$ cat src/design/mbfe_pkg.sv
// ----------------------------------------------------------------------------
// Modbus frame encoder package
// Shared types, framing constants and the byte-level helper functions.
// ----------------------------------------------------------------------------
package mbfe_pkg;

  localparam logic [1:0] MODE_RTU   = 2'd0;
  localparam logic [1:0] MODE_ASCII = 2'd1;
  localparam logic [1:0] MODE_TCP   = 2'd2;

  localparam logic [15:0] CRC_INIT = 16'hFFFF;
  localparam logic [15:0] CRC_POLY = 16'hA001;

  localparam logic [7:0] CHAR_COLON = 8'h3A;
  localparam logic [7:0] CHAR_CR    = 8'h0D;
  localparam logic [7:0] CHAR_LF    = 8'h0A;

  localparam int unsigned JOB_BYTES = 7;

  // One accepted input item, as held in the input register.
  typedef struct packed {
    logic [7:0]  frame_byte;
    logic        first_byte;
    logic        last_byte;
    logic [7:0]  data_length;
    logic [15:0] transaction_tag;
  } item_t;

  // The output bytes caused by one item, in order from index 0.
  typedef struct packed {
    logic [JOB_BYTES-1:0][7:0] bytes;
    logic [2:0]                cnt;
    logic                      last;
  } job_t;

  // Sequencer status, used by the checks in the top level.
  typedef struct packed {
    logic busy;
    logic load;
    logic done;
    logic at_final;
  } emit_status_t;

  function automatic logic [7:0] hex_digit(input logic [3:0] v);
    logic [7:0] r;
    if (v > 4'd9) begin
      r = 8'(v) - 8'd10 + 8'h41;
    end else begin
      r = 8'(v) + 8'h30;
    end
    return r;
  endfunction

  // One byte through the reflected CRC-16, eight shift steps.
  function automatic logic [15:0] crc_update(input logic [15:0] seed,
                                             input logic [7:0]  b);
    logic [15:0] c;
    c = seed ^ {8'h00, b};
    for (int i = 0; i < 8; i++) begin
      if (c[0]) begin
        c = (c >> 1) ^ CRC_POLY;
      end else begin
        c = c >> 1;
      end
    end
    return c;
  endfunction

endpackage

$ cat src/design/mbfe_if.sv
// ----------------------------------------------------------------------------
// Modbus frame encoder channel interfaces
// Valid/ready channels for input items, output bytes and the mode register.
// ----------------------------------------------------------------------------
interface mbfe_in_if;
  logic        valid;
  logic        ready;
  logic [7:0]  frame_byte;
  logic        first_byte;
  logic        last_byte;
  logic [7:0]  data_length;
  logic [15:0] transaction_tag;

  modport source (output valid, output frame_byte, output first_byte,
                  output last_byte, output data_length, output transaction_tag,
                  input ready);
  modport sink (input valid, input frame_byte, input first_byte,
                input last_byte, input data_length, input transaction_tag,
                output ready);
endinterface

interface mbfe_out_if;
  logic       valid;
  logic       ready;
  logic [7:0] out_byte;
  logic       out_last;

  modport source (output valid, output out_byte, output out_last, input ready);
  modport sink (input valid, input out_byte, input out_last, output ready);
endinterface

interface mbfe_cfg_if;
  logic       valid;
  logic       ready;
  logic [1:0] protocol_mode;

  modport source (output valid, output protocol_mode, input ready);
  modport sink (input valid, input protocol_mode, output ready);
endinterface

$ cat src/design/mbfe_front.sv
// ----------------------------------------------------------------------------
// Modbus frame encoder input register
// Holds one accepted item until the byte sequencer takes it.
// ----------------------------------------------------------------------------
module mbfe_front (
  input  logic                clk,
  input  logic                rst_n,
  mbfe_in_if.sink             in_ch,
  input  logic                take,
  output logic                item_valid,
  output mbfe_pkg::item_t     item
);

  logic            valid_r;
  logic            valid_nxt;
  mbfe_pkg::item_t item_r;
  logic            accept;

  assign in_ch.ready = !valid_r || take;
  assign accept      = in_ch.valid && in_ch.ready;

  always_comb begin
    valid_nxt = valid_r;
    if (accept) begin
      valid_nxt = 1'b1;
    end else if (take) begin
      valid_nxt = 1'b0;
    end
  end

  always_ff @(posedge clk) begin
    if (!rst_n) begin
      valid_r <= 1'b0;
    end else begin
      valid_r <= valid_nxt;
    end
  end

  always_ff @(posedge clk) begin
    if (accept) begin
      item_r.frame_byte      <= in_ch.frame_byte;
      item_r.first_byte      <= in_ch.first_byte;
      item_r.last_byte       <= in_ch.last_byte;
      item_r.data_length     <= in_ch.data_length;
      item_r.transaction_tag <= in_ch.transaction_tag;
    end
  end

  assign item_valid = valid_r;
  assign item       = item_r;

endmodule

$ cat src/design/mbfe_build.sv
// ----------------------------------------------------------------------------
// Modbus frame encoder framing logic
// Runs the CRC and LRC accumulators and lays out the bytes of one item.
// ----------------------------------------------------------------------------
module mbfe_build #(
  parameter int unsigned MAX_DATA_BYTES = 252
) (
  input  logic                clk,
  input  logic                rst_n,
  input  logic [1:0]          mode,
  input  mbfe_pkg::item_t     item,
  input  logic                load,
  output mbfe_pkg::job_t      job
);

  logic [15:0] crc_r;
  logic [15:0] crc_nxt;
  logic [7:0]  lrc_r;
  logic [7:0]  lrc_nxt;
  logic [15:0] crc_seed;
  logic [7:0]  lrc_seed;
  logic [7:0]  lrc_chk;
  logic [7:0]  hex_hi;
  logic [7:0]  hex_lo;
  logic [7:0]  chk_hi;
  logic [7:0]  chk_lo;
  logic [16:0] len_in;
  logic [16:0] len_sat;
  logic [15:0] len_field;

  always_comb begin
    crc_seed  = item.first_byte ? mbfe_pkg::CRC_INIT : crc_r;
    lrc_seed  = item.first_byte ? 8'h00 : lrc_r;
    crc_nxt   = mbfe_pkg::crc_update(crc_seed, item.frame_byte);
    lrc_nxt   = lrc_seed + item.frame_byte;
    lrc_chk   = 8'h00 - lrc_nxt;
    hex_hi    = mbfe_pkg::hex_digit(item.frame_byte[7:4]);
    hex_lo    = mbfe_pkg::hex_digit(item.frame_byte[3:0]);
    chk_hi    = mbfe_pkg::hex_digit(lrc_chk[7:4]);
    chk_lo    = mbfe_pkg::hex_digit(lrc_chk[3:0]);
    len_in    = 17'(item.data_length);
    len_sat   = (len_in > 17'(MAX_DATA_BYTES)) ? 17'(MAX_DATA_BYTES) : len_in;
    len_field = 16'(len_sat + 17'd2);
  end

  always_comb begin
    job      = '0;
    job.last = item.last_byte;
    case (mode)
      mbfe_pkg::MODE_ASCII: begin
        if (item.first_byte) begin
          job.bytes[0] = mbfe_pkg::CHAR_COLON;
          job.bytes[1] = hex_hi;
          job.bytes[2] = hex_lo;
          job.bytes[3] = chk_hi;
          job.bytes[4] = chk_lo;
          job.bytes[5] = mbfe_pkg::CHAR_CR;
          job.bytes[6] = mbfe_pkg::CHAR_LF;
          job.cnt      = item.last_byte ? 3'd7 : 3'd3;
        end else begin
          job.bytes[0] = hex_hi;
          job.bytes[1] = hex_lo;
          job.bytes[2] = chk_hi;
          job.bytes[3] = chk_lo;
          job.bytes[4] = mbfe_pkg::CHAR_CR;
          job.bytes[5] = mbfe_pkg::CHAR_LF;
          job.cnt      = item.last_byte ? 3'd6 : 3'd2;
        end
      end
      mbfe_pkg::MODE_TCP: begin
        if (item.first_byte) begin
          job.bytes[0] = item.transaction_tag[15:8];
          job.bytes[1] = item.transaction_tag[7:0];
          job.bytes[2] = 8'h00;
          job.bytes[3] = 8'h00;
          job.bytes[4] = len_field[15:8];
          job.bytes[5] = len_field[7:0];
          job.bytes[6] = item.frame_byte;
          job.cnt      = 3'd7;
        end else begin
          job.bytes[0] = item.frame_byte;
          job.cnt      = 3'd1;
        end
      end
      default: begin
        // RTU, and the unused fourth code behaves the same way.
        job.bytes[0] = item.frame_byte;
        job.bytes[1] = crc_nxt[7:0];
        job.bytes[2] = crc_nxt[15:8];
        job.cnt      = item.last_byte ? 3'd3 : 3'd1;
      end
    endcase
  end

  always_ff @(posedge clk) begin
    if (!rst_n) begin
      crc_r <= mbfe_pkg::CRC_INIT;
      lrc_r <= 8'h00;
    end else if (load) begin
      crc_r <= crc_nxt;
      lrc_r <= lrc_nxt;
    end
  end

endmodule

$ cat src/design/mbfe_emit.sv
// ----------------------------------------------------------------------------
// Modbus frame encoder byte sequencer
// Holds the bytes of one item and sends them out one per accepted transfer.
// ----------------------------------------------------------------------------
module mbfe_emit (
  input  logic                  clk,
  input  logic                  rst_n,
  input  logic                  job_valid,
  input  mbfe_pkg::job_t        job,
  output logic                  load,
  mbfe_out_if.source            out_ch,
  output mbfe_pkg::emit_status_t status
);

  mbfe_pkg::job_t job_r;
  logic           busy_r;
  logic           busy_nxt;
  logic [2:0]     idx_r;
  logic [2:0]     idx_nxt;
  logic           at_final;
  logic           moved;
  logic           done;

  assign at_final = (idx_r == (job_r.cnt - 3'd1));
  assign moved    = busy_r && out_ch.ready;
  assign done     = moved && at_final;
  assign load     = job_valid && (!busy_r || done);

  always_comb begin
    busy_nxt = busy_r;
    idx_nxt  = idx_r;
    if (load) begin
      busy_nxt = 1'b1;
      idx_nxt  = 3'd0;
    end else if (done) begin
      busy_nxt = 1'b0;
    end else if (moved) begin
      idx_nxt = idx_r + 3'd1;
    end
  end

  always_ff @(posedge clk) begin
    if (!rst_n) begin
      busy_r <= 1'b0;
      idx_r  <= 3'd0;
    end else begin
      busy_r <= busy_nxt;
      idx_r  <= idx_nxt;
    end
  end

  always_ff @(posedge clk) begin
    if (load) begin
      job_r <= job;
    end
  end

  assign out_ch.valid    = busy_r;
  assign out_ch.out_byte = job_r.bytes[idx_r];
  assign out_ch.out_last = job_r.last && at_final;

  assign status.busy     = busy_r;
  assign status.load     = load;
  assign status.done     = done;
  assign status.at_final = at_final;

endmodule

$ cat src/design/modbus_frame_encoder_unit.sv
// ----------------------------------------------------------------------------
// Modbus frame encoder
// Wraps a stream of Modbus frame bytes as an RTU, ASCII or TCP frame.
// ----------------------------------------------------------------------------
// Usage:
// The in_ch channel takes one item per frame byte: the station address with
// first_byte set, then the function code and data, the final byte carrying
// last_byte. data_length and transaction_tag are read on the first byte only
// and then only in TCP mode. out_ch delivers the framed stream one byte per
// transfer, with out_last set on the final byte of each frame.
// cfg_ch writes the protocol mode (0 RTU, 1 ASCII, 2 TCP, 3 as RTU); it is
// always ready and should only be written while the block is idle.
// An item passes an input register and then the framing logic into the byte
// sequencer, whose register holds the output bytes that it offers on out_ch.
// The sequencer sends one byte per cycle while the receiver is ready; an item
// yields one byte for RTU and TCP data bytes, two for ASCII bytes, up to
// seven where a header or trailer is added.
// The next item is taken into the input register while the current one is
// still being sent; when the receiver stalls, the output byte holds and the
// input channel backs up once the input register is full.
// Reset clears the mode to RTU, empties both stages and restarts the CRC and
// LRC accumulators.
// ----------------------------------------------------------------------------
module modbus_frame_encoder_unit #(
  parameter int unsigned MAX_DATA_BYTES = 252
) (
  input  logic        clk,
  input  logic        rst_n,
  mbfe_in_if.sink     in_ch,
  mbfe_out_if.source  out_ch,
  mbfe_cfg_if.sink    cfg_ch
);

  logic [1:0]             mode_r;
  logic                   item_valid;
  mbfe_pkg::item_t        item;
  mbfe_pkg::job_t         job;
  logic                   load;
  mbfe_pkg::emit_status_t emit_status;

  // The mode register is the only configuration; writes are always taken.
  assign cfg_ch.ready = 1'b1;

  always_ff @(posedge clk) begin
    if (!rst_n) begin
      mode_r <= mbfe_pkg::MODE_RTU;
    end else if (cfg_ch.valid) begin
      mode_r <= cfg_ch.protocol_mode;
    end
  end

  // Input register: frees itself whenever the sequencer takes its item.
  mbfe_front u_front (
    .clk        (clk),
    .rst_n      (rst_n),
    .in_ch      (in_ch),
    .take       (load),
    .item_valid (item_valid),
    .item       (item)
  );

  // Framing logic: the accumulators advance exactly when an item is loaded
  // into the sequencer, which keeps them in item order.
  mbfe_build #(
    .MAX_DATA_BYTES (MAX_DATA_BYTES)
  ) u_build (
    .clk   (clk),
    .rst_n (rst_n),
    .mode  (mode_r),
    .item  (item),
    .load  (load),
    .job   (job)
  );

  // Byte sequencer: reloads in the cycle its last byte is taken, so there is
  // no gap between items when the next item is already waiting.
  mbfe_emit u_emit (
    .clk       (clk),
    .rst_n     (rst_n),
    .job_valid (item_valid),
    .job       (job),
    .load      (load),
    .out_ch    (out_ch),
    .status    (emit_status)
  );

  // A new item may only land in a full input register if the held item moves on.
  assert property (@(posedge clk) disable iff (!rst_n)
    (in_ch.valid && in_ch.ready && item_valid) |-> load)
    else $error("input register overwritten before its item was taken");

  // Finishing an item with nothing waiting leaves the output empty next cycle.
  assert property (@(posedge clk) disable iff (!rst_n)
    (emit_status.done && !item_valid) |=> !out_ch.valid)
    else $error("sequencer stayed busy after its final byte");

  // The frame end flag may only appear on the final byte of an item.
  assert property (@(posedge clk) disable iff (!rst_n)
    (out_ch.valid && out_ch.out_last) |-> emit_status.at_final)
    else $error("end of frame flagged before the final byte of an item");

  // A load never happens while a non-final byte is still pending.
  assert property (@(posedge clk) disable iff (!rst_n)
    (emit_status.load && emit_status.busy) |-> emit_status.done)
    else $error("sequencer reloaded while bytes were still pending");

endmodule
$ cat src/flat_wrapper.sv
// flat-port wrapper written by rule: the top's interface ports become plain ports
module modbus_frame_encoder_unit_flat 
#(
  parameter int unsigned MAX_DATA_BYTES = 252
)
  (clk, rst_n, in_ch_valid, in_ch_frame_byte, in_ch_first_byte, in_ch_last_byte, in_ch_data_length, in_ch_transaction_tag, in_ch_ready, out_ch_valid, out_ch_out_byte, out_ch_out_last, out_ch_ready, cfg_ch_valid, cfg_ch_protocol_mode, cfg_ch_ready);
  mbfe_in_if in_ch_i ();
  mbfe_out_if out_ch_i ();
  mbfe_cfg_if cfg_ch_i ();
  input  logic clk;
  input  logic rst_n;
  input wire logic [$bits(in_ch_i.valid)-1:0] in_ch_valid;
  input wire logic [$bits(in_ch_i.frame_byte)-1:0] in_ch_frame_byte;
  input wire logic [$bits(in_ch_i.first_byte)-1:0] in_ch_first_byte;
  input wire logic [$bits(in_ch_i.last_byte)-1:0] in_ch_last_byte;
  input wire logic [$bits(in_ch_i.data_length)-1:0] in_ch_data_length;
  input wire logic [$bits(in_ch_i.transaction_tag)-1:0] in_ch_transaction_tag;
  output wire logic [$bits(in_ch_i.ready)-1:0] in_ch_ready;
  output wire logic [$bits(out_ch_i.valid)-1:0] out_ch_valid;
  output wire logic [$bits(out_ch_i.out_byte)-1:0] out_ch_out_byte;
  output wire logic [$bits(out_ch_i.out_last)-1:0] out_ch_out_last;
  input wire logic [$bits(out_ch_i.ready)-1:0] out_ch_ready;
  input wire logic [$bits(cfg_ch_i.valid)-1:0] cfg_ch_valid;
  input wire logic [$bits(cfg_ch_i.protocol_mode)-1:0] cfg_ch_protocol_mode;
  output wire logic [$bits(cfg_ch_i.ready)-1:0] cfg_ch_ready;
  assign in_ch_i.valid = in_ch_valid;
  assign in_ch_i.frame_byte = in_ch_frame_byte;
  assign in_ch_i.first_byte = in_ch_first_byte;
  assign in_ch_i.last_byte = in_ch_last_byte;
  assign in_ch_i.data_length = in_ch_data_length;
  assign in_ch_i.transaction_tag = in_ch_transaction_tag;
  assign in_ch_ready = in_ch_i.ready;
  assign out_ch_valid = out_ch_i.valid;
  assign out_ch_out_byte = out_ch_i.out_byte;
  assign out_ch_out_last = out_ch_i.out_last;
  assign out_ch_i.ready = out_ch_ready;
  assign cfg_ch_i.valid = cfg_ch_valid;
  assign cfg_ch_i.protocol_mode = cfg_ch_protocol_mode;
  assign cfg_ch_ready = cfg_ch_i.ready;
  modbus_frame_encoder_unit #(.MAX_DATA_BYTES(MAX_DATA_BYTES)) u_core (.clk(clk), .rst_n(rst_n), .in_ch(in_ch_i), .out_ch(out_ch_i), .cfg_ch(cfg_ch_i));
endmodule
$ cat config.mk
export PLATFORM = sky130hd
export DESIGN_NAME = modbus_frame_encoder_unit_flat
export DESIGN_NICKNAME = d
export VERILOG_FILES = /design/src/design/mbfe_pkg.sv /design/src/design/mbfe_if.sv /design/src/design/mbfe_front.sv /design/src/design/mbfe_build.sv /design/src/design/mbfe_emit.sv /design/src/design/modbus_frame_encoder_unit.sv /design/src/flat_wrapper.sv
export SDC_FILE = /design/constraint.sdc
export NUM_CORES = 1
export LEC_CHECK = 0
export BUFFER_PORTS_ARGS = -buffer_cell sky130_fd_sc_hd__buf_2
export CAP_MARGIN = 20
export CORE_ASPECT_RATIO = 0.7
export CORE_MARGIN = 2
export CORE_UTILIZATION = 50
export CTS_CLUSTER_DIAMETER = 60
export DETAILED_ROUTE_END_ITERATION = 10
export HOLD_SLACK_MARGIN = 0.03
export PLACE_DENSITY = 0.73
export SETUP_SLACK_MARGIN = 0.15
export SLEW_MARGIN = 15
export SYNTH_ARGS = -nofsm -noshare
export SYNTH_HDL_FRONTEND = slang
export SYNTH_SLANG_ARGS = --single-unit
$ cat constraint.sdc
create_clock -name clk -period 7.4 [get_ports clk]
set_input_delay 1.48 -clock clk [delete_from_list [all_inputs] [get_ports clk]]
set_output_delay 1.48 -clock clk [all_outputs]
set_load 0.05 [all_outputs]
==> run metrics <==
routed len/inst=between 20 and 25 um; largest cells by area after synthesis=edfxtp_1 (39%), dfxtp_1 (8.7%), xnor2_1 (5.4%); CP Cell Sequence=inv_1 > nand2_1 > fa_1 > xor2_1 > and2_1 > o21ai_0 > a211oi_4 > xor2_1 > ha_1 > xor3_1 > or3_1 > a21oi_2 > xor2_1 > a31oi_1; fraction of registers with async set/reset=0; crit path kind=register to register; post-synth top area share=0.386; CP Max Fanout=17; share of cells above drive strength 1=0.149; core area=14000 um2; Pwr Density=about 250 nW/um2; vias in the first global route=between 5000 and 6000; max-slew violations=0; post-synth top area cell=edfxtp_1; Synth Instances=712; initial antenna violation count=0; 1st-iter DRT viols=700; CP arrival=5380 ps; HPWL after DPL=13200 um; setup_tns=0 ps; ys flop type=edfxtp_1; cell internal pwr=1.44 mW; number of flops mapped to enable cells by yosys=92; Clock Sinks=123; final setup fails=0; Hold Path Class=register to register; vias post-DR=5716; drt pass-1 iters=6; cts hold-fix bufs=0; count leader, synth=edfxtp_1; synth warn=0; Worst path max stage delay=640 ps; area growth from synthesis to layout=13.7%; Post-Syn Area=just over 7000 um2; hold slack final=467 ps; clock latency on the worst-skew pair=430 ps; register area share after synthesis=0.473; Tcrit/Tclk final=0.707; DRT Wirelength=19100 um; Congestion Overflow GR=0; Final #Nets=815; Final min period=between 5000 and 6000 ps; Post-Layout Cell Count=approximately 950; worst path required time=7550 ps; Clock Root Buffer=clkbuf_16; switch share=0.300; GRT Util Overall=0.258; endpoints failing hold=0; leakage=3.13 nW; Max VDD drop=0.000182 V; H-tree Lvls=4; dpl cells=916; Post-Syn Nets=roughly 800; die height=104 um; max-cap viol count=0; clk buf depth=2; TritonCTS buffer count=17; Slew @ Worst Pin=1010 ps; commonest cells in the netlist=edfxtp_1 (92), nor2_1 (78), nand2_1 (76); Site Rows=36; CTS tree=done; slowest CP cell=edfxtp_1; switching pwr=0.619 mW; RSZ-0062 raised after global routing=no; Rel. slew slack=0.326; Filler Cell Count=1163; Fin Clk Skew=7.16 ps; Clk pwr share=0.398; CP most frequent cell=xor2_1; vias per inst=6.02; Post-CTS Setup Inserts=0; clock-pin slew on the worst setup and hold paths=60 ps; die area=15300 um2; IO Port Bufs=51; largest net degree at the start of global routing=50; Initial Utilization=0.512; Yosys cell types=65; status=finished, final reports clean; DRT antenna net count=0; CP Launch Type=register; placer congestion estimate=between 0.9 and 1; Syn Area/Cell=approximately 10 um2; first-pass GRT wire length=30300 um; Die Wd=147 um; Ant. Diodes=0; Yosys reg bits=around 120; Flop pwr share=0.402; Fmax=approximately 0.19 GHz; # resized after CTS=0; I/O pin total=53; DRC=0; Comb pwr share=0.200; Critical Path End Type=register
## state kept, by name, summed over array words and instances, names as in the netlist
name,cells
u_core.u_emit.job_r,58
u_core.mode_r,2
u_core.u_emit.idx_r,3
u_core.u_front.item,34
u_core.u_front.item_valid,1
u_core.u_build.crc_r,16
u_core.u_emit.out_ch.valid,1
u_core.u_build.lrc_r,8
## power groups by stage
stage / combinational, mW / sequential, mW / clock (mW)
final: 0.413 / 0.829 / 0.821
after global routing: 0.446 / 0.833 / 0.861
after CTS: 0.400 / 0.828 / 0.828
after detailed placement: 0.397 / 0.842 / 0
after global placement: 0.385 / 0.840 / 0
after floorplan: 0.298 / 0.827 / 0
## logic make-up after synthesis
| kind of cell | count (synthesis) | synth area share |
|---|---|---|
| adders and majority gates | 28 | 0.0500 |
| DFF | 123 | 0.473 |
| xor gates and xnor gates | 63 | 0.0841 |
| muxes | 24 | 0.0467 |
| and+or+nand+nor | 234 | 0.148 |
| other | 1 | 0.000524 |
| AOI/OAI and AO/OA | 170 | 0.160 |
| buffers and inverters | 69 | 0.0379 |
## cell usage in the layout (no fill, tap or decap), types with 3 or more instances in the layout
cell type and count:
dfxtp_1 31, clkinv_4 4, nand2b_1 10, a22oi_1 8
clkinvlp_4 4, nor2_1 78, inv_1 24, o211ai_1 9
a21o_1 6, o21ai_0 33, a21oi_1 47, nor2b_1 14
a211oi_1 5, and3_1 6, buf_2 51, nand2_1 76
o22ai_1 6, clkbuf_16 17, o21a_1 5, nand3b_1 3
a31oi_1 6, a21boi_0 9, edfxtp_1 92, o221ai_1 6
or2_2 3, nand3_1 15, ha_1 27, mux2i_1 12
xor2_1 15, mux2_2 5, nor3_1 15, xnor2_1 44
and2_1 6, buf_4 7, mux4_2 7
## critical path, delay by kind of cell, from the launching register on
kind | cells | cell delay, ps
adders and majority gates | 2 | 750
buffers and inverters | 1 | 500
and+or+nand+nor | 3 | 740
DFF | 1 | 640
AOI/OAI and AO/OA | 4 | 920
xor gates and xnor gates | 4 | 1410
## per-stage QoR
| stage | utilization | setup slack [ps] | cell area, um2 | power [mW] |
|---|---|---|---|---|
| after floorplan | - | 2750 | 7160 | 1.12 |
| after global placement | 0.540 | 2560 | 7530 | 1.22 |
| after detailed placement | 0.540 | 2310 | 7530 | 1.24 |
| after CTS | 0.581 | 2260 | 8110 | 2.06 |
| after global routing | 0.583 | 1800 | 8140 | 2.14 |
| final | 0.583 | 2170 | 8140 | 2.06 |
## cell type report
| type | instances | area (um2) | share of cell area |
|---|---|---|---|
| Timing Repair Buffer | 59 | 335 | 0.0412 |
| Tap cell | 190 | 238 | 0.0292 |
| Inverter | 25 | 93.8 | 0.0115 |
| Sequential cell | 123 | 3380 | 0.416 |
| Clock inverter | 14 | 148 | 0.0181 |
| Clock buffer | 18 | 429 | 0.0527 |
| Multi-Input combinational cell | 520 | 3510 | 0.432 |
## per-layer routing
| layer | up-vias | track usage | routed length, um |
|---|---|---|---|
| li1 | 2630 | - | - |
| met1 | 2743 | 0.366 | 8290 |
| met2 | 302 | 0.378 | 8310 |
| met3 | 41 | 0.0868 | 2100 |
| met4 | 0 | 0.0762 | 360 |
| met5 | - | 0 | 0 |
## path summary, 6_finish.rpt
path / from / endpoint / slack, ps / depth (start not counted)
setup / recovery: u_core.u_front.item[25]$_DFFE_PP_ / u_core.u_emit.job_r[32]$_SDFFCE_PP0P_ / 2170 / 14
hold / removal: u_core.u_build.lrc_r[0]$_SDFFE_PN0P_ / u_core.u_build.lrc_r[0]$_SDFFE_PN0P_ / 470 / 2
setup reg to reg: u_core.u_front.item[25]$_DFFE_PP_ / u_core.u_emit.job_r[32]$_SDFFCE_PP0P_ / 2170 / 14
hold reg to reg: u_core.u_build.lrc_r[0]$_SDFFE_PN0P_ / u_core.u_build.lrc_r[0]$_SDFFE_PN0P_ / 470 / 2
Note: power is estimated with default switching activity, not from simulation.
